File: config.mk
export PLATFORM = sky130hd
export DESIGN_NAME = cvar_front
export DESIGN_NICKNAME = d
export VERILOG_FILES = /design/src/hdl/cvar_pkg.sv /design/src/hdl/cvar_front.sv
export SDC_FILE = /design/constraint.sdc
export NUM_CORES = 1
export LEC_CHECK = 0
export BUFFER_PORTS_ARGS = -buffer_cell sky130_fd_sc_hd__buf_2
export CAP_MARGIN = 20
export CORE_MARGIN = 2
export CORE_UTILIZATION = 39
export DETAILED_ROUTE_END_ITERATION = 7
export SLEW_MARGIN = 20
export SYNTH_ARGS = -nofsm -noshare
export SYNTH_HDL_FRONTEND = slang
export SYNTH_SLANG_ARGS = --single-unit
File: constraint.sdc
create_clock -name clk -period 7.59 [get_ports clk]
set_input_delay 1.1385 -clock clk [delete_from_list [all_inputs] [get_ports clk]]
set_output_delay 1.1385 -clock clk [all_outputs]
set_load 0.05 [all_outputs]
File: src/hdl/cvar_pkg.sv
// Shared types, operation codes and helpers for the checked vector arithmetic block.
// Used by every module of the block; depends on nothing else.
`timescale 1ns / 1ps
`default_nettype none

package cvar_pkg;

  localparam int WORD_W = 64;
  localparam int HALF_W = WORD_W / 2;
  localparam int PROD_W = 2 * WORD_W;

  // Operation codes carried in the func field
  localparam logic [2:0] FUNC_ADD  = 3'd0;
  localparam logic [2:0] FUNC_SUB  = 3'd1;
  localparam logic [2:0] FUNC_MUL  = 3'd2;
  localparam logic [2:0] FUNC_SUM  = 3'd3;
  localparam logic [2:0] FUNC_PROD = 3'd4;

  // Scalar side register codes; the unused code behaves as SIDE_BOTH
  localparam logic [1:0] SIDE_BOTH  = 2'd0;
  localparam logic [1:0] SIDE_LEFT  = 2'd1;
  localparam logic [1:0] SIDE_RIGHT = 2'd2;

  typedef struct packed {
    logic [2:0]               func;
    logic signed [WORD_W-1:0] left_operand;
    logic signed [WORD_W-1:0] right_operand;
    logic                     end_of_vector;
  } item_t;

  typedef struct packed {
    logic signed [WORD_W-1:0] value;
    logic                     overflow;
    logic                     final_result;
  } result_t;

  // Operand stage: operands already resolved against the held scalar
  typedef struct packed {
    logic [2:0]        func;
    logic [WORD_W-1:0] a;
    logic [WORD_W-1:0] b;
    logic              eov;
    logic              first;
  } opnd_t;

  // Partial product stage
  typedef struct packed {
    logic [2:0]        func;
    logic [WORD_W-1:0] a;
    logic [WORD_W-1:0] b;
    logic              eov;
    logic              first;
    logic              b_zero;
    logic              neg;
    logic [WORD_W-1:0] pp00;
    logic [WORD_W-1:0] pp01;
    logic [WORD_W-1:0] pp10;
    logic [WORD_W-1:0] pp11;
  } pprod_t;

  // Accumulator view handed back from the execute stage
  typedef struct packed {
    logic [WORD_W-1:0] acc;
    logic              acc_busy;
  } acc_status_t;

  // Sign-extend the low dw bits of x to a full word
  function automatic logic [WORD_W-1:0] sign_ext(input logic [WORD_W-1:0] x,
                                                 input int unsigned dw);
    logic [WORD_W-1:0] top;
    logic [WORD_W-1:0] mask;
    top  = {{(WORD_W-1){1'b0}}, 1'b1} << (dw - 1);
    mask = (top << 1) - {{(WORD_W-1){1'b0}}, 1'b1};
    return ((x & mask) ^ top) - top;
  endfunction

endpackage

`default_nettype wire

File: src/hdl/cvar_front.sv
// Input stage: accepts transactions, captures the held scalar and the config register,
// and loads the operand register. Depends on cvar_pkg.
`timescale 1ns / 1ps
`default_nettype none

module cvar_front #(
  parameter int DATA_WIDTH = 64
) (
  input  wire                 clk,
  input  wire                 rst,
  input  wire                 item_valid,
  output logic                item_ready,
  input  cvar_pkg::item_t     item,
  input  wire                 cfg_valid,
  output logic                cfg_ready,
  input  wire [1:0]           cfg_data,
  input  wire                 opnd_take,
  output logic                opnd_valid,
  output cvar_pkg::opnd_t     opnd
);
  import cvar_pkg::*;

  logic [1:0]        scalar_side;
  logic              first_pending;
  logic [WORD_W-1:0] held_scalar;
  logic [WORD_W-1:0] l;
  logic [WORD_W-1:0] r;
  logic [WORD_W-1:0] a;
  logic [WORD_W-1:0] b;
  logic              keep;
  logic              accept;

  assign item_ready = !opnd_valid || opnd_take;
  assign cfg_ready  = 1'b1;
  assign accept     = item_valid && item_ready;

  always_comb begin
    l    = sign_ext(item.left_operand, DATA_WIDTH);
    r    = sign_ext(item.right_operand, DATA_WIDTH);
    keep = (item.func <= FUNC_PROD);
    a    = l;
    b    = r;
    if (item.func <= FUNC_MUL && !first_pending) begin
      if (scalar_side == SIDE_LEFT) begin
        a = held_scalar;
      end
      if (scalar_side == SIDE_RIGHT) begin
        b = held_scalar;
      end
    end
  end

  always_ff @(posedge clk) begin
    if (rst) begin
      scalar_side   <= SIDE_BOTH;
      first_pending <= 1'b1;
      held_scalar   <= '0;
      opnd_valid    <= 1'b0;
    end else begin
      if (cfg_valid) begin
        scalar_side <= cfg_data;
      end
      if (accept && keep) begin
        first_pending <= item.end_of_vector;
        if (first_pending && scalar_side == SIDE_LEFT) begin
          held_scalar <= l;
        end else if (first_pending && scalar_side == SIDE_RIGHT) begin
          held_scalar <= r;
        end
        opnd_valid <= 1'b1;
      end else if (opnd_take) begin
        opnd_valid <= 1'b0;
      end
    end
  end

  // Unknown funcs are dropped here: accepted, no state change
  always_ff @(posedge clk) begin
    if (accept && keep) begin
      opnd <= '{func: item.func, a: a, b: b, eov: item.end_of_vector,
                first: first_pending};
    end
  end

endmodule

`default_nettype wire

==> flow_summary.json, run 1 <==
{
  "antenna_found_initial": 2,
  "seq_area_frac_synth": 0.587,
  "seq_power_share": 0.465,
  "arrival_ns": 3.81,
  "postSynthCellCount": 668,
  "grt_usage": 0.190,
  "cts_resized": 0,
  "cp_top_family": "buffers and inverters",
  "coreArea_sq_um": 22800,
  "dr.pass1.iters": 5,
  "worst-path-buf-inv": 3,
  "slew_viol_final": 0,
  "final_cell_area_sq_um": 11300,
  "dieWidth_microns": 157,
  "wirelength_mm": 24.2,
  "status": "complete, no violations",
  "grt_max_degree": 112,
  "clkTransAtPathRegs_ns": 0.06,
  "p_sw_frac": 0.280,
  "fmax_ghz": 0.288,
  "finalWeightedCongestion": 0.737,
  "drtIter0Drc": 424,
  "max-slew-margin-rel": 0.265,
  "ys_types": 27,
  "cts_setup_buffers": 0,
  "synth_top_area_share": 0.438,
  "cts.htree.levels": 1,
  "clockBufferDepth": 3,
  "crit_required_ns": 7.93,
  "ctsHoldBuffers": 0,
  "final_layout_size_suffix_gt1_frac": 0.447,
  "crit_fanout": 111,
  "viasPerCell": 5.26,
  "endpoint_kind": "register",
  "dieArea_sq_um": 24600,
  "start_util": 0.400,
  "fp.dieH_microns": 157,
  "portBuffers": 273,
  "final_common_cell": "buf_2",
  "switchingPower_mw": 0.761,
  "grt_overflow_total": 0,
  "wire_per_inst_microns": 19.5,
  "ir_drop_mv": 0.135,
  "finalSetupViolCount": 0,
  "powerDensity_nw_per_um2": 240,
  "pwr-share-clk": 0.382,
  "hpwl_mm": 14.5,
  "path_class": "in -> reg",
  "synth_fp_nets": 807,
  "drtAntennaViolNets": 0,
  "hold_violations": 0,
  "nets": 1050,
  "vias": 6531,
  "crit_slowest_cell": "inv_6",
  "synth_area_leaders": "edfxtp_1 44%, dfxtp_1 15%, mux2_1 11%",
  "layout_common_cells": "272 x buf_2, 133 x edfxtp_1, 93 x mux2_1, 67 x dfxtp_1, 66 x nand2_1",
  "grt_pass1_vias": 6567,
  "clock-root-buffer": "clkbuf_16",
  "fp-row-count": 55,
  "ys_seq_elements": 201,
  "finalClockSkew_ns": 0.00864,
  "yosysWarnings": 0,
  "slowest_delay_ns": 0.69,
  "worstHoldPathType": "reg -> reg",
  "clk_latency_ns": 0.51,
  "pwr-share-comb": 0.153,
  "layout_min_cycle_time_ns": 3.47,
  "drc_errors": 0,
  "cts_buffers": 23,
  "syn-cell-area_sq_um": 9120,
  "critPathLaunchType": "input pin",
  "rsz0062_at_grt": "false",
  "synth.largest_area_cell": "edfxtp_1",
  "tightest_slew_ns": 1.10,
  "p_int_mw": 1.95,
  "syn_avg_cell_area_sq_um": 13.7,
  "syn_to_final_growth_pct": 23.7,
  "cts.sinks": 201,
  "dpl-instance-area_sq_um": 10600,
  "p_leak_nw": 4.28,
  "max_cap_viol_count": 0,
  "grt_pass1_wl_mm": 36.9,
  "post-route-period-util": 0.457,
  "cts_tree": "done",
  "finalSetupTns_ns": 0,
  "io_pins": 275,
  "path_cells": "buf_2 -> o21ai_1 -> nand3_1 -> inv_6 -> and2_4 -> buf_4 -> a311oi_2"
}
## power groups by stage
| stage | combinational (mW) | clock (mW) | sequential [mW] |
|---|---|---|---|
| finish | 0.416 | 1.04 | 1.26 |
| CTS | 0.419 | 1.06 | 1.26 |
| detailed placement | 0.418 | 0 | 1.28 |
| global route | 0.444 | 1.11 | 1.27 |
| floorplan | 0.164 | 0 | 1.42 |
| global placement | 0.416 | 0 | 1.28 |
## path summary, 6_finish.rpt
check                                                    end  cells after the start  slack [ns]                    start
worst max-delay path            held_scalar[36]$_SDFFE_PP0P_                      7        4.12                item[130]
worst min-delay path                 opnd_valid$_SDFFE_PP0P_                      2        0.52  opnd_valid$_SDFFE_PP0P_
worst max register to register  held_scalar[36]$_SDFFE_PP0P_                      6        4.59  opnd_valid$_SDFFE_PP0P_
worst min register to register       opnd_valid$_SDFFE_PP0P_                      2        0.52  opnd_valid$_SDFFE_PP0P_
## tightest hold or removal path: stages (launching register included)
cell and delay [ns]:
dfxtp_1 0.31, nand2b_1 0.10, a21oi_1 0.06
## per-layer routing
layer	global-route usage	up-vias	share of wire
li1	-	3066	-
met1	0.257	3177	0.43
met2	0.314	254	0.47
met3	0.0355	34	0.073
met4	0.0546	0	0.020
met5	0	-	0
## cells by family after synthesis
family / count (synthesis) / share of synthesized area
flip-flops: 201 / 0.587
AND/OR/NAND/NOR: 141 / 0.0706
AO/OA/AOI/OAI: 132 / 0.141
multiplexers: 130 / 0.160
buffers and inverters: 63 / 0.0406
other: 1 / 0.000411
## stage by stage
step	utilization	cells	worst slack, ns	total power [mW]	hold WS, ns
after CTS	0.495	1240	4.06	2.74	0.531
final	0.496	1242	4.12	2.71	0.524
after detailed placement	0.465	1199	3.52	1.70	0.517
after floorplan	-	668	3.48	1.58	0.496
after global placement	0.465	1199	3.55	1.70	0.518
after global routing	0.496	1242	3.89	2.82	0.564
## layout make-up
type                       count  area, sq um
fill                        2024        11500
sequential                   201         5360
multi-input combinational    404         3410
timing repair buffer         280         1420
clock buffer                  38          672
tap                          313          392
clock inverter                 3         20.0
inverter                       1         8.76
antenna                        2         5.00
## state kept, by name (all words and copies together) (netlist names)
name	flops
held_scalar	64
opnd	133
opnd_valid	1
scalar_side	2
first_pending	1
## synth_stat cells
cell      instances
edfxtp_1        133
nand3b_1          1
buf_6             8
nand2_1          67
nand3_1          65
mux2i_1           2
o21a_1            1
a311oi_2         60
dfxtp_1          68
nor2_1            2
clkbuf_4          1
and2_1            1
inv_2             1
o21ai_1           1
a21oi_1          65
nor2b_4           2
mux2_1           93
buf_4            10
a211oi_2          1
clkbuf_1         15
a311oi_1          4
conb_1            1
buf_1             2
nand2_2           2
nand2b_1          1
buf_2            26
mux2_2           35
Power figures use the tool's default switching activity.
==> inputs of run 2 (changes only) <==
Settings changed: PLACE_DENSITY set to 0.66.
Clock period 7.59 ns to 2.9 ns, I/O delays scaled along.
==> run 2 against run 1 <==
  * Final cell count up 0.89%
  * Critical path depth decreased by 2
  * Cell area rose by 1.5%
  * Critical path type is now reg -> reg
  * Largest power group unchanged
  * Highest routed layer unchanged
==> flow_summary.json, run 2 (synthesis results as in run 1) <==
{
  "rsz0062_at_grt": "false",
  "max_cap_viol_count": 0,
  "finalSetupTns_ns": 0,
  "syn_to_final_growth_pct": 25.6,
  "clockBufferDepth": 3,
  "clock-root-buffer": "clkbuf_16",
  "layout_min_cycle_time_ns": 2.11,
  "final_common_cell": "buf_2",
  "fmax_ghz": 0.474,
  "arrival_ns": 2.51,
  "powerDensity_nw_per_um2": 626,
  "grt_pass1_wl_mm": 38.3,
  "fp.dieH_microns": 157,
  "path_cells": "nor2b_4 -> o21a_2 -> buf_4 -> a21oi_1 -> a311oi_2",
  "clkTransAtPathRegs_ns": 0.06,
  "start_util": 0.400,
  "cts_resized": 0,
  "hold_violations": 0,
  "p_leak_nw": 4.35,
  "top_register": "opnd",
  "finalSetupViolCount": 0,
  "crit_slowest_cell": "buf_4",
  "grt_overflow_total": 0,
  "crit_fanout": 64,
  "path_class": "reg -> reg",
  "finalWeightedCongestion": 0.752,
  "nets": 1061,
  "status": "complete, no violations",
  "clk_latency_ns": 0.50,
  "finalClockSkew_ns": 0.0156,
  "worst-path-buf-inv": 1,
  "slowest_delay_ns": 0.61,
  "portBuffers": 273,
  "final_layout_size_suffix_gt1_frac": 0.459,
  "coreArea_sq_um": 22800,
  "slew_viol_final": 0,
  "hpwl_mm": 15.7,
  "dr.pass1.iters": 4,
  "nFillCells": 2040,
  "wire_per_inst_microns": 19.8,
  "cp_top_family": "compound AO/OA/AOI/OAI gates",
  "crit_required_ns": 3.30,
  "vias": 6637,
  "tightest_slew_ns": 0.829,
  "cts.sinks": 201,
  "drc_errors": 0,
  "cts.htree.levels": 1,
  "cts_tree": "done",
  "viasPerCell": 5.30,
  "grt_pass1_vias": 6892,
  "drtAntennaViolNets": 0,
  "io_pins": 275,
  "p_total_mw": 7.17,
  "holdWs_ns": 0.128,
  "max-slew-margin-rel": 0.447,
  "cts_buffers": 23,
  "cts_setup_buffers": 0,
  "ctsHoldBuffers": 0,
  "top_regs": "opnd x133, held_scalar x64, scalar_side x2",
  "antenna_found_initial": 2,
  "endpoint_kind": "register",
  "wirelength_mm": 24.8,
  "grt_max_degree": 109,
  "critPathLaunchType": "register",
  "ir_drop_mv": 0.335,
  "dieArea_sq_um": 24600,
  "worstHoldPathType": "in -> reg",
  "post-route-period-util": 0.727,
  "dieWidth_microns": 157,
  "grt_usage": 0.197,
  "layout_common_cells": "272 x buf_2, 133 x edfxtp_1, 93 x mux2_1, 67 x dfxtp_1, 66 x nand2_1",
  "fp-row-count": 55,
  "drtIter0Drc": 339,
  "largest_register_ffs": 133
}
==> run 2: through the flow <==
stage	instances	cell area [sq um]	worst slack, ns	util
2_1_floorplan	668	9120	0.144	-
3_3_place_gp	1210	10700	0.503	0.471
3_5_place_dp	1210	10700	0.454	0.471
4_1_cts	1251	11500	0.799	0.503
5_1_grt	1253	11500	0.642	0.503
6_report	1253	11500	0.792	0.503
==> run 2: layout make-up <==
class	instances	area [sq um]	area share
tap	313	392	0.0342
clock inverter	12	88.8	0.00775
clock buffer	29	628	0.0548
inverter	1	8.76	0.000764
multi-input combinational	404	3410	0.298
antenna	2	5.00	0.000437
sequential	201	5360	0.468
timing repair buffer	291	1570	0.137
==> run 2: worst paths after layout <==
check | from | to | slack, ns | depth (start not counted)
worst max register to register | scalar_side[0]$_SDFFE_PP0P_ | held_scalar[32]$_SDFFE_PP0P_ | 0.79 | 5
worst min register to register | held_scalar[8]$_SDFFE_PP0P_ | held_scalar[8]$_SDFFE_PP0P_ | 0.53 | 2
worst min-delay path | item[0] | opnd[1]$_DFFE_PP_ | 0.13 | 1
worst max-delay path | scalar_side[0]$_SDFFE_PP0P_ | held_scalar[32]$_SDFFE_PP0P_ | 0.79 | 5
==> run 2: metal layers <==
| metal | part of all wire | wire (microns) | up-vias | global-route usage |
|---|---|---|---|---|
| li1 | - | - | 3089 | - |
| met1 | 0.42 | 10400 | 3266 | 0.252 |
| met2 | 0.49 | 12200 | 233 | 0.341 |
| met3 | 0.058 | 1430 | 49 | 0.0319 |
| met4 | 0.032 | 788 | 0 | 0.0668 |
| met5 | 0 | 0 | - | 0 |
==> run 2: power by group <==
part	internal, mW	switching [mW]	total (mW)
logic	0.315	0.801	1.12
registers	3.23	0.0634	3.30
clock network	1.62	1.14	2.76
total	5.17	2.00	7.17
